`config.mk`:
```
export PLATFORM = sky130hd
export DESIGN_NAME = cursor_line_editor
export DESIGN_NICKNAME = d
export VERILOG_FILES = /design/src/rtl/cle_pkg.sv /design/src/rtl/cursor_line_editor.sv /design/src/rtl/cle_ram.sv /design/src/rtl/cle_ctrl.sv /design/src/rtl/cle_dp.sv
export SDC_FILE = /design/constraint.sdc
export NUM_CORES = 1
export LEC_CHECK = 0
export ABC_AREA = 1
export ABC_CLOCK_PERIOD_IN_PS = 8500
export BUFFER_PORTS_ARGS = -buffer_cell sky130_fd_sc_hd__buf_2
export CELL_PAD_IN_SITES_DETAIL_PLACEMENT = 1
export CELL_PAD_IN_SITES_GLOBAL_PLACEMENT = 1
export CORE_ASPECT_RATIO = 1.75
export CORE_UTILIZATION = 51
export CTS_BUF_LIST = sky130_fd_sc_hd__clkbuf_16
export DETAILED_ROUTE_END_ITERATION = 10
export PLACE_DENSITY = 0.82
export SYNTH_ARGS = -nofsm -noshare
export SYNTH_HDL_FRONTEND = slang
export SYNTH_SLANG_ARGS = --single-unit
```
`constraint.sdc`:
```
create_clock -name clk_i -period 8.5 [get_ports clk_i]
set_input_delay 1.275 -clock clk_i [delete_from_list [all_inputs] [get_ports clk_i]]
set_output_delay 1.275 -clock clk_i [all_outputs]
set_load 0.005 [all_outputs]
```
`src/rtl/cle_pkg.sv`:
```
// Shared types and constants for the cursor line editor.
// Depends on nothing; imported by every module of the block but cle_ram.
package cle_pkg;

  localparam int unsigned CNT_W = 7;

  typedef enum logic [1:0] {
    ACT_TYPE  = 2'd0,
    ACT_LEFT  = 2'd1,
    ACT_RIGHT = 2'd2,
    ACT_BKSP  = 2'd3
  } cle_action_e;

  typedef enum logic [1:0] {
    RD_MOVE,
    RD_CURSOR,
    RD_EMIT
  } cle_rdsel_e;

  typedef enum logic [2:0] {
    ST_IDLE,
    ST_OP,
    ST_MOVE,
    ST_CUR,
    ST_CAP,
    ST_EMIT
  } cle_state_e;

  typedef struct packed {
    cle_action_e action;
    logic [7:0]  typed_char;
  } cle_in_t;

  typedef struct packed {
    logic [7:0]       text_char;
    logic             text_valid;
    logic [7:0]       cursor_char;
    logic             cursor_at_end;
    logic [CNT_W-1:0] line_length;
    logic [CNT_W-1:0] cursor_pos;
    logic             dropped;
    logic             last;
  } cle_out_t;

  typedef struct packed {
    logic       latch;
    logic       do_op;
    logic       do_move;
    logic       clr_idx;
    logic       cap_cursor;
    logic       emit;
    cle_rdsel_e rd_sel;
  } cle_cmd_t;

  typedef struct packed {
    logic move_ok;
    logic out_free;
    logic emit_last;
  } cle_sts_t;

endpackage

```
`src/rtl/cursor_line_editor.sv`:
```
// Single-line editor with cursor, two character stacks in RAM.
// Per request: accept, edit (and a cursor move where one applies), cursor read and capture,
// then the line replays one character per cycle while the output is not stalled.
// A new request is accepted only after the last character of the line has been emitted.
// Reset clears counts and control; stack contents stay undefined until written.
module cursor_line_editor #(
  parameter int unsigned MAX_LEN = 64
) (
  input  logic              clk_i,
  input  logic              rst_ni,
  input  logic              in_valid_i,
  output logic              in_ready_o,
  input  cle_pkg::cle_in_t  in_data_i,
  output logic              out_valid_o,
  input  logic              out_ready_i,
  output cle_pkg::cle_out_t out_data_o
);
  import cle_pkg::*;

  cle_cmd_t cmd;
  cle_sts_t sts;

  cle_ctrl u_ctrl (
    .clk_i      (clk_i),
    .rst_ni     (rst_ni),
    .in_valid_i (in_valid_i),
    .in_ready_o (in_ready_o),
    .sts_i      (sts),
    .cmd_o      (cmd)
  );

  cle_dp #(.MAX_LEN(MAX_LEN)) u_dp (
    .clk_i       (clk_i),
    .rst_ni      (rst_ni),
    .in_data_i   (in_data_i),
    .cmd_i       (cmd),
    .sts_o       (sts),
    .out_valid_o (out_valid_o),
    .out_ready_i (out_ready_i),
    .out_data_o  (out_data_o)
  );

endmodule

```
`src/rtl/cle_ram.sv`:
```
// Generic single-write, single-read RAM with registered read data.
// Depends on nothing.
module cle_ram #(
  parameter int unsigned WIDTH = 8,
  parameter int unsigned DEPTH = 64
) (
  input  logic                     clk_i,
  input  logic                     we_i,
  input  logic [$clog2(DEPTH)-1:0] waddr_i,
  input  logic [WIDTH-1:0]         wdata_i,
  input  logic [$clog2(DEPTH)-1:0] raddr_i,
  output logic [WIDTH-1:0]         rdata_o
);

  logic [WIDTH-1:0] mem_q [DEPTH];
  logic [WIDTH-1:0] rdata_q;

  always_ff @(posedge clk_i) begin
    if (we_i) begin
      mem_q[waddr_i] <= wdata_i;
    end
    rdata_q <= mem_q[raddr_i];
  end

  assign rdata_o = rdata_q;

endmodule

```
`src/rtl/cle_ctrl.sv`:
```
// Command sequencer of the line editor: accept, edit, cursor move, cursor read, line replay.
// Depends on cle_pkg; drives cle_dp through cle_cmd_t, watches cle_sts_t.
module cle_ctrl (
  input  logic              clk_i,
  input  logic              rst_ni,
  input  logic              in_valid_i,
  output logic              in_ready_o,
  input  cle_pkg::cle_sts_t sts_i,
  output cle_pkg::cle_cmd_t cmd_o
);
  import cle_pkg::*;

  cle_state_e state_q, state_d;

  always_ff @(posedge clk_i or negedge rst_ni) begin
    if (!rst_ni) begin
      state_q <= ST_IDLE;
    end else begin
      state_q <= state_d;
    end
  end

  always_comb begin
    state_d = state_q;
    case (state_q)
      ST_IDLE: begin
        if (in_valid_i) state_d = ST_OP;
      end
      ST_OP: begin
        state_d = sts_i.move_ok ? ST_MOVE : ST_CUR;
      end
      ST_MOVE: state_d = ST_CUR;
      ST_CUR:  state_d = ST_CAP;
      ST_CAP:  state_d = ST_EMIT;
      ST_EMIT: begin
        if (sts_i.out_free && sts_i.emit_last) state_d = ST_IDLE;
      end
      default: state_d = ST_IDLE;
    endcase
  end

  always_comb begin
    in_ready_o       = 1'b0;
    cmd_o            = '0;
    cmd_o.rd_sel     = RD_EMIT;
    case (state_q)
      ST_IDLE: begin
        in_ready_o  = 1'b1;
        cmd_o.latch = in_valid_i;
      end
      ST_OP: begin
        cmd_o.do_op  = 1'b1;
        cmd_o.rd_sel = RD_MOVE;
      end
      ST_MOVE: begin
        cmd_o.do_move = 1'b1;
        cmd_o.rd_sel  = RD_MOVE;
      end
      ST_CUR: begin
        cmd_o.clr_idx = 1'b1;
        cmd_o.rd_sel  = RD_CURSOR;
      end
      ST_CAP: begin
        cmd_o.cap_cursor = 1'b1;
      end
      ST_EMIT: begin
        cmd_o.emit = 1'b1;
      end
      default: begin
        in_ready_o = 1'b0;
      end
    endcase
  end

endmodule

```
`src/rtl/cle_dp.sv`:
```
// Datapath of the line editor: two character stacks, counts, replay index,
// output register. Depends on cle_pkg and cle_ram; controlled by cle_ctrl.
module cle_dp #(
  parameter int unsigned MAX_LEN = 64
) (
  input  logic               clk_i,
  input  logic               rst_ni,
  input  cle_pkg::cle_in_t   in_data_i,
  input  cle_pkg::cle_cmd_t  cmd_i,
  output cle_pkg::cle_sts_t  sts_o,
  output logic               out_valid_o,
  input  logic               out_ready_i,
  output cle_pkg::cle_out_t  out_data_o
);
  import cle_pkg::*;

  localparam int unsigned AW = (MAX_LEN > 1) ? $clog2(MAX_LEN) : 1;
  localparam logic [CNT_W-1:0] MaxCnt = CNT_W'(MAX_LEN);

  cle_in_t          req_q;
  logic [CNT_W-1:0] bcnt_q, bcnt_d, acnt_q, acnt_d;
  logic [CNT_W-1:0] idx_q, idx_d;
  logic [7:0]       cur_q;
  logic             drop_q;
  logic             out_valid_q;
  cle_out_t         out_q;

  logic [CNT_W-1:0] len;
  logic             full;
  logic             b_we, a_we;
  logic [AW-1:0]    b_waddr, a_waddr, b_raddr, a_raddr;
  logic [7:0]       b_wdata, a_wdata, b_rdata, a_rdata;
  logic [CNT_W-1:0] a_emit_idx;
  logic             emit_fire;
  logic             mv_fire;

  assign len       = bcnt_q + acnt_q;
  assign full      = (len >= MaxCnt);
  assign emit_fire = cmd_i.emit && sts_o.out_free;
  assign mv_fire   = cmd_i.do_move;

  assign sts_o.move_ok = ((req_q.action == ACT_LEFT) && (bcnt_q != '0))
                      || ((req_q.action == ACT_RIGHT) && (acnt_q != '0)
                          && (bcnt_q < MaxCnt));
  assign sts_o.out_free  = !out_valid_q || out_ready_i;
  assign sts_o.emit_last = (len == '0) || (idx_q == len - CNT_W'(1));

  // Stack writes and count updates
  always_comb begin
    bcnt_d  = bcnt_q;
    acnt_d  = acnt_q;
    b_we    = 1'b0;
    a_we    = 1'b0;
    b_waddr = bcnt_q[AW-1:0];
    a_waddr = acnt_q[AW-1:0];
    b_wdata = req_q.typed_char;
    a_wdata = b_rdata;
    if (cmd_i.do_op) begin
      case (req_q.action)
        ACT_TYPE: begin
          if (!full) begin
            b_we   = 1'b1;
            bcnt_d = bcnt_q + CNT_W'(1);
          end
        end
        ACT_BKSP: begin
          if (bcnt_q != '0) bcnt_d = bcnt_q - CNT_W'(1);
        end
        default: begin
          bcnt_d = bcnt_q;
        end
      endcase
    end
    if (cmd_i.do_move) begin
      if (req_q.action == ACT_LEFT) begin
        a_we   = 1'b1;
        bcnt_d = bcnt_q - CNT_W'(1);
        acnt_d = acnt_q + CNT_W'(1);
      end else begin
        b_we    = 1'b1;
        b_wdata = a_rdata;
        acnt_d  = acnt_q - CNT_W'(1);
        bcnt_d  = bcnt_q + CNT_W'(1);
      end
    end
  end

  // Look ahead one index so read data matches idx_q during the line replay
  always_comb begin
    idx_d = idx_q;
    if (cmd_i.clr_idx) begin
      idx_d = '0;
    end else if (emit_fire) begin
      idx_d = idx_q + CNT_W'(1);
    end
  end

  assign a_emit_idx = len - CNT_W'(1) - idx_d;

  always_comb begin
    b_raddr = idx_d[AW-1:0];
    a_raddr = a_emit_idx[AW-1:0];
    case (cmd_i.rd_sel)
      RD_MOVE: begin
        b_raddr = AW'(bcnt_q - CNT_W'(1));
        a_raddr = AW'(acnt_q - CNT_W'(1));
      end
      RD_CURSOR: begin
        a_raddr = AW'(acnt_q - CNT_W'(1));
      end
      default: begin
        b_raddr = idx_d[AW-1:0];
      end
    endcase
  end

  cle_ram #(.WIDTH(8), .DEPTH(MAX_LEN)) u_before_ram (
    .clk_i   (clk_i),
    .we_i    (b_we),
    .waddr_i (b_waddr),
    .wdata_i (b_wdata),
    .raddr_i (b_raddr),
    .rdata_o (b_rdata)
  );

  cle_ram #(.WIDTH(8), .DEPTH(MAX_LEN)) u_after_ram (
    .clk_i   (clk_i),
    .we_i    (a_we),
    .waddr_i (a_waddr),
    .wdata_i (a_wdata),
    .raddr_i (a_raddr),
    .rdata_o (a_rdata)
  );

  always_ff @(posedge clk_i or negedge rst_ni) begin
    if (!rst_ni) begin
      bcnt_q      <= '0;
      acnt_q      <= '0;
      idx_q       <= '0;
      drop_q      <= 1'b0;
      out_valid_q <= 1'b0;
    end else begin
      bcnt_q <= bcnt_d;
      acnt_q <= acnt_d;
      idx_q  <= idx_d;
      if (cmd_i.do_op) begin
        drop_q <= (req_q.action == ACT_TYPE) && full;
      end
      if (emit_fire) begin
        out_valid_q <= 1'b1;
      end else if (out_ready_i) begin
        out_valid_q <= 1'b0;
      end
    end
  end

  always_ff @(posedge clk_i) begin
    if (cmd_i.latch) begin
      req_q <= in_data_i;
    end
    if (cmd_i.cap_cursor) begin
      cur_q <= (acnt_q != '0) ? a_rdata : 8'd0;
    end
    if (emit_fire) begin
      out_q.text_char     <= (len == '0) ? 8'd0 : ((idx_q < bcnt_q) ? b_rdata : a_rdata);
      out_q.text_valid    <= (len != '0);
      out_q.cursor_char   <= cur_q;
      out_q.cursor_at_end <= (acnt_q == '0);
      out_q.line_length   <= len;
      out_q.cursor_pos    <= bcnt_q;
      out_q.dropped       <= drop_q;
      out_q.last          <= sts_o.emit_last;
    end
  end

  assign out_valid_o = out_valid_q;
  assign out_data_o  = out_q;

  a_len_bound: assert property (@(posedge clk_i) disable iff (!rst_ni)
    len <= MaxCnt)
    else $error("line length above capacity");

  a_move_keeps_len: assert property (@(posedge clk_i) disable iff (!rst_ni)
    mv_fire |=> (len == $past(len)))
    else $error("cursor move changed line length");

  a_pos_in_line: assert property (@(posedge clk_i) disable iff (!rst_ni)
    out_valid_o |-> (out_data_o.cursor_pos <= out_data_o.line_length))
    else $error("cursor past end of line");

  a_mid_run_valid: assert property (@(posedge clk_i) disable iff (!rst_ni)
    (out_valid_o && !out_data_o.last) |-> out_data_o.text_valid)
    else $error("empty character inside a run");

endmodule

```
==> flow_summary.ini, run 1 <==
[cts]
cts_root_buffer = clkbuf_16
cts_made_buffers = 98
insertion_delay_ps = 710
clk_pin_slew_worst_paths_ps = 70
htree_levels = 3
hold_buffers = 0
cts_max_path_buffers = 3
cts.sinks = 1118
cts_tree = built
postCtsSetupRepairBufs = 0
cts_resized = 0

[global_route]
grt_pass1_wl_mm = 222
first_global_vias = 35400
grt_max_degree = 197
grt_usage_pct = 31.3
antenna_found_initial = 3
gr-total-overflow = 0

[worst_setup_path]
worst-endpoint-arrival_ps = 6330
critPathCaptureType = register
start_kind = input pin
regToRegSetupSlack_ps = 2870
r2r-start = u_dp.acnt_q[0]$_DFFE_PN0P_
path_max_fanout = 64
reg2reg_to = u_dp.u_after_ram.rdata_o[3]$_DFF_P_
cp.required_ps = 9160
worstSetupPathType = in2reg
reg2reg_depth = 21

[routing]
remaining_drc_errors = 0
drtIter0Drc = 2855
num_vias = 33300
wl_per_cell_um = 27.5
detail_route.wirelength_mm = 150
vias_per_cell = 6.11
detail-route-antenna-nets = 0
firstDrtPassIters = 6

[final_layout]
drive_gt1_share_pct = 6.68
areaGrowthSynthToFinish_pct = 9.03
nNetsFinal = 4213
fillers = 9754
multi_input_area_mm2 = 0.0123
regArea_mm2 = 0.0333
final_util_pct = 56.1

[synthesis]
synthFlopType = edfxtp_1
netlist_area_mm2 = 0.0483
ys_seq_area_share_pct = 68.9
ys_ff_latch = 1118
synthCells = 4225
synth_edf_count = 1076
synth_most_common_cell = edfxtp_1
syn_area_per_cell_um2 = 11.4
async_flop_share_pct = 2.33
yosys_warnings = 0
yosysTopAreaCellShare_pct = 66.9
synth_cell_type_count = 45
yosys-top-cells-area = edfxtp_1, nand3_1, nand2_1
syn_nets = 4264
synth_common_cells = edfxtp_1, nand2_1, nand3_1, inv_1, nor2_1
synth_top_cell_by_area = edfxtp_1

[status]
status = finished, final reports clean

[min_path]
min_path_cells = 0
min_from = u_dp.cur_q[4]$_SDFFCE_PP0P_
min_to = u_dp.out_data_o[21]$_DFFE_PP_
hold_class = reg2reg

[floorplanning]
die_y_um = 409
std_cell_rows = 149
dieArea_mm2 = 0.0960
die_x_um = 235
ioPinCount = 50
start_util_pct = 51.4
coreArea_mm2 = 0.0940

[timing]
setup_viol = 0
tightestPinTransition_ps = 1310
relSlewSlack_pct = 12.1
slew_violations = 0
finClkSkew_ps = 26.8
fmax_ghz = 0.176
setup_tns_ps = 0
post-route-period-util_pct = 66.8
layout_min_cycle_time_ps = 5680
rsz0062_at_grt = no
final_hold_viol_count = 0

[placement]
port_buffers = 49
dp_hpwl_mm = 94.2
gp_congestion = 0.917

[job]
cap_violations = 0
==> worst max-delay path, cell delays in order <==
cell      delay (ps)
buf_2             80
inv_1            100
nand2_1          180
inv_1            100
nor2_4           450
nand2_1          200
nand2_1          100
nor2_1            60
ha_1             230
fa_1             430
xnor2_1          140
or2_2            320
o21ai_4          350
buf_4            590
inv_2            630
o211ai_1         320
nand3_1          160
nand2_1          160
nand2_1          130
nand2_1          110
nand3_1           80
nand2_1          100
==> metal layers <==
| layer | track usage (%) | wire (µm) |
|---|---|---|
| met1 | 32.7 | 49900 |
| met2 | 55.5 | 77900 |
| met4 | 25.7 | 13500 |
| met5 | 0 | 10 |
| met3 | 4.86 | 8830 |
==> layout by cell type (no fill, tap or decap), types with 23 or more instances in the layout <==
cell / Yosys / routed
ha_1: 23 / 23
dfrtp_1: 26 / 26
nand3b_1: 171 / 171
o21ai_1: 46 / 43
buf_2: 123 / 49
nand3_1: 590 / 590
clkbuf_16: 0 / 99
nor2_1: 282 / 282
edfxtp_1: 1076 / 1076
nand2_1: 753 / 749
buf_4: 11 / 38
o211ai_1: 254 / 254
o21ai_0: 154 / 146
inv_1: 477 / 497
clkinv_1: 5 / 25
==> metrics by stage <==
step | area [µm²] | hold slack [ps] | worst slack (ps) | std cells
finish | 52700 | 422 | 2820 | 5461
global placement | 49500 | 402 | 2330 | 5281
CTS | 52700 | 422 | 2840 | 5459
detailed placement | 49500 | 405 | 2170 | 5281
floorplan | 48300 | 400 | 4070 | 4225
global route | 52700 | 426 | 2500 | 5460
==> how the worst max path moves through the flow <==
stage | start | to | slack, ps | cells after the start
after floorplan | u_ctrl.state_q[2]$_DFFE_PN0P_ | u_dp.u_before_ram.mem_q[0][0]$_DFFE_PP_ | 4070 | 6
after global placement | out_ready_i | u_dp.u_after_ram.rdata_o[3]$_DFF_P_ | 2330 | 22
after detailed placement | out_ready_i | u_dp.u_after_ram.rdata_o[3]$_DFF_P_ | 2170 | 22
after CTS | out_ready_i | u_dp.u_after_ram.rdata_o[3]$_DFF_P_ | 2840 | 22
after global routing | out_ready_i | u_dp.u_after_ram.rdata_o[3]$_DFF_P_ | 2500 | 22
final | out_ready_i | u_dp.u_after_ram.rdata_o[3]$_DFF_P_ | 2820 | 22
==> cell type report <==
class	count	area share, %
Inverter	493	3.51
Multi-Input combinational cell	2371	23.3
Sequential cell	1118	63.2
Clock inverter	79	1.27
Timing Repair Buffer	92	1.17
Clock buffer	99	4.70
Antenna cell	1	0.00475
Tap cell	1208	2.87
==> state kept, by name, indices dropped and copies added (netlist names) <==
name / count
u_dp.u_before_ram.mem_q: 512
u_dp.out_data_o: 34
u_dp.bcnt_q: 7
u_dp.u_after_ram.mem_q: 512
u_dp.cur_q: 8
u_dp.acnt_q: 7
u_ctrl.state_q: 3
u_dp.drop_q: 1
u_dp.req_q: 10
u_dp.u_before_ram.rdata_o: 8
u_dp.u_after_ram.rdata_o: 8
u_dp.out_valid_o: 1
u_dp.idx_q: 7
==> cell families after synthesis <==
| group | synth area share, % |
|---|---|
| AO/OA/AOI/OAI | 6.54 |
| flip-flops | 68.9 |
| AND/OR/NAND/NOR | 17.4 |
| buffers and inverters | 6.16 |
| XOR/XNOR | 0.344 |
| adder cells (fa/ha/maj) | 0.679 |
Power of run 1 is not shown: default switching activity piles up to over one toggle a cycle in this logic, so the estimate is an artifact.
==> run 2: changes to the inputs <==
ABC_CLOCK_PERIOD_IN_PS = 4900   (was 8500)
CORE_UTILIZATION = 47   (was 51)
PLACE_DENSITY = 0.79   (was 0.82)
clock period = 4.9 ns   (was 8.5 ns; I/O delays follow)
==> flow_summary.ini, run 2 (synthesis results as in run 1) <==
[final_layout]
final_common_cell = edfxtp_1
antenna_cells = 0
nNetsFinal = 4282
areaGrowthSynthToFinish_pct = 10.7
drive_gt1_share_pct = 8.18
layout_common_cells = edfxtp_1, nand2_1, nand3_1
top_regs = u_dp.u_after_ram.mem_q x512, u_dp.u_before_ram.mem_q x512, u_dp.out_data_o x34

[routing]
topRoutingLayerUsed = met5
detail-route-antenna-nets = 0
vias_per_cell = 5.90
num_vias = 33400
met3WireLength_mm = 8.08
detail_route.wirelength_mm = 153
remaining_drc_errors = 0
firstDrtPassIters = 5
wl_per_cell_um = 27.1
drtIter0Drc = 2671
wl_met1_mm = 52.0
wl_met2_mm = 79.4

[global_route]
antenna_found_initial = 3
first_global_vias = 35600
grt_usage_pct = 29.8
grt_pass1_wl_mm = 226
grt_max_degree = 177
gr-total-overflow = 0

[cts]
insertion_delay_ps = 740
cts_made_buffers = 99
hold_buffers = 0
clk_pin_slew_worst_paths_ps = 70
cts_root_buffer = clkbuf_16
cts.sinks = 1118
htree_levels = 3
cts_tree = built
cts_max_path_buffers = 3
postCtsSetupRepairBufs = 0
cts_resized = 0

[timing]
setup_viol = 0
slew_violations = 0
layout_min_cycle_time_ps = 4530
fmax_ghz = 0.221
post-route-period-util_pct = 92.5
rsz0062_at_grt = no
final_hold_viol_count = 0
finClkSkew_ps = 35.3
relSlewSlack_pct = 26.8
tightestPinTransition_ps = 1090
setup_tns_ps = 0

[status]
status = finished, final reports clean

[floorplanning]
die_x_um = 244
start_util_pct = 47.4
die_y_um = 426
ioPinCount = 50
std_cell_rows = 155
coreArea_mm2 = 0.102
dieArea_mm2 = 0.104

[worst_setup_path]
startpoint = u_dp.acnt_q[0]$_DFFE_PN0P_
r2r-start = u_dp.acnt_q[0]$_DFFE_PN0P_
critPathCaptureType = register
cp.required_ps = 5530
start_kind = register
worst-endpoint-arrival_ps = 5170
path_max_fanout = 44
worstSetupPathType = reg2reg

[placement]
port_buffers = 49
dp_hpwl_mm = 99.3
gp_congestion = 0.943

[job]
cap_violations = 0

[min_path]
hold_class = in2async
-- run 2: changes by cell type in the layout (fill, tap and decap cells not counted), moves of 2 or more --
cell        previous run  this run
buf_4                 38        95
clkinv_2              14        20
inv_6                  5         1
buf_12                 4        15
bufinv_16             10         6
clkinvlp_4             7         5
clkinv_4               0         2
clkinv_1              25        23
inv_1                497       505
-- run 2: worst max-delay path, cell delays in order (launching register included) --
cell and delay [ps]:
dfrtp_1 550, ha_1 250, inv_1 60, fa_1 480, ha_1 240, nand2_1 90, inv_1 60, nor2_1 140
inv_1 70, ha_1 340, xnor2_1 170, or2_2 150, o21ai_4 60, inv_2 700, o211ai_1 390, nand3_1 240
nand2_1 120, nand2_1 110, nand2_1 70, nand3_1 70, nand2_1 60
-- run 2: cell type report --
type	count	area, µm²
Inverter	493	1850
Clock inverter	86	631
Multi-Input combinational cell	2371	12300
Clock buffer	100	2500
Timing Repair Buffer	160	1270
Sequential cell	1118	33300
Tap cell	1334	1670
Fill cell	10700	48500
-- run 2: final timing paths --
path                       depth (start not counted)                             endpoint  slack (ps)
max                                               20  u_dp.u_after_ram.rdata_o[3]$_DFF_P_         370
min                                                1           u_dp.bcnt_q[6]$_DFFE_PN0P_          50
max reg2reg                                       20  u_dp.u_after_ram.rdata_o[3]$_DFF_P_         370
min reg2reg                                        0        u_dp.out_data_o[17]$_DFFE_PP_         450
max in group asynchronous                          1           u_dp.bcnt_q[3]$_DFFE_PN0P_        4380
min in group clk_i                                 1              u_dp.req_q[2]$_DFFE_PP_         170
-- run 2: through the flow --
step	util (%)	hold slack [ps]	cell area, µm²	instances	setup slack (ps)
detailed placement	49.3	410	50300	5476	340
global route	52.4	90.7	53500	5662	103
floorplan	-	400	48300	4225	473
CTS	52.4	24.1	53500	5662	344
global placement	49.3	408	50300	5476	479
finish	52.4	49.3	53500	5662	367
-- run 2: layer usage --
metal	global-route usage, %	up-vias
met3	3.91	536
met1	31.3	16800
met5	0	-
met2	53.0	1279
met4	24.5	4
li1	-	14800
Power of run 2 is left out for the same reason.
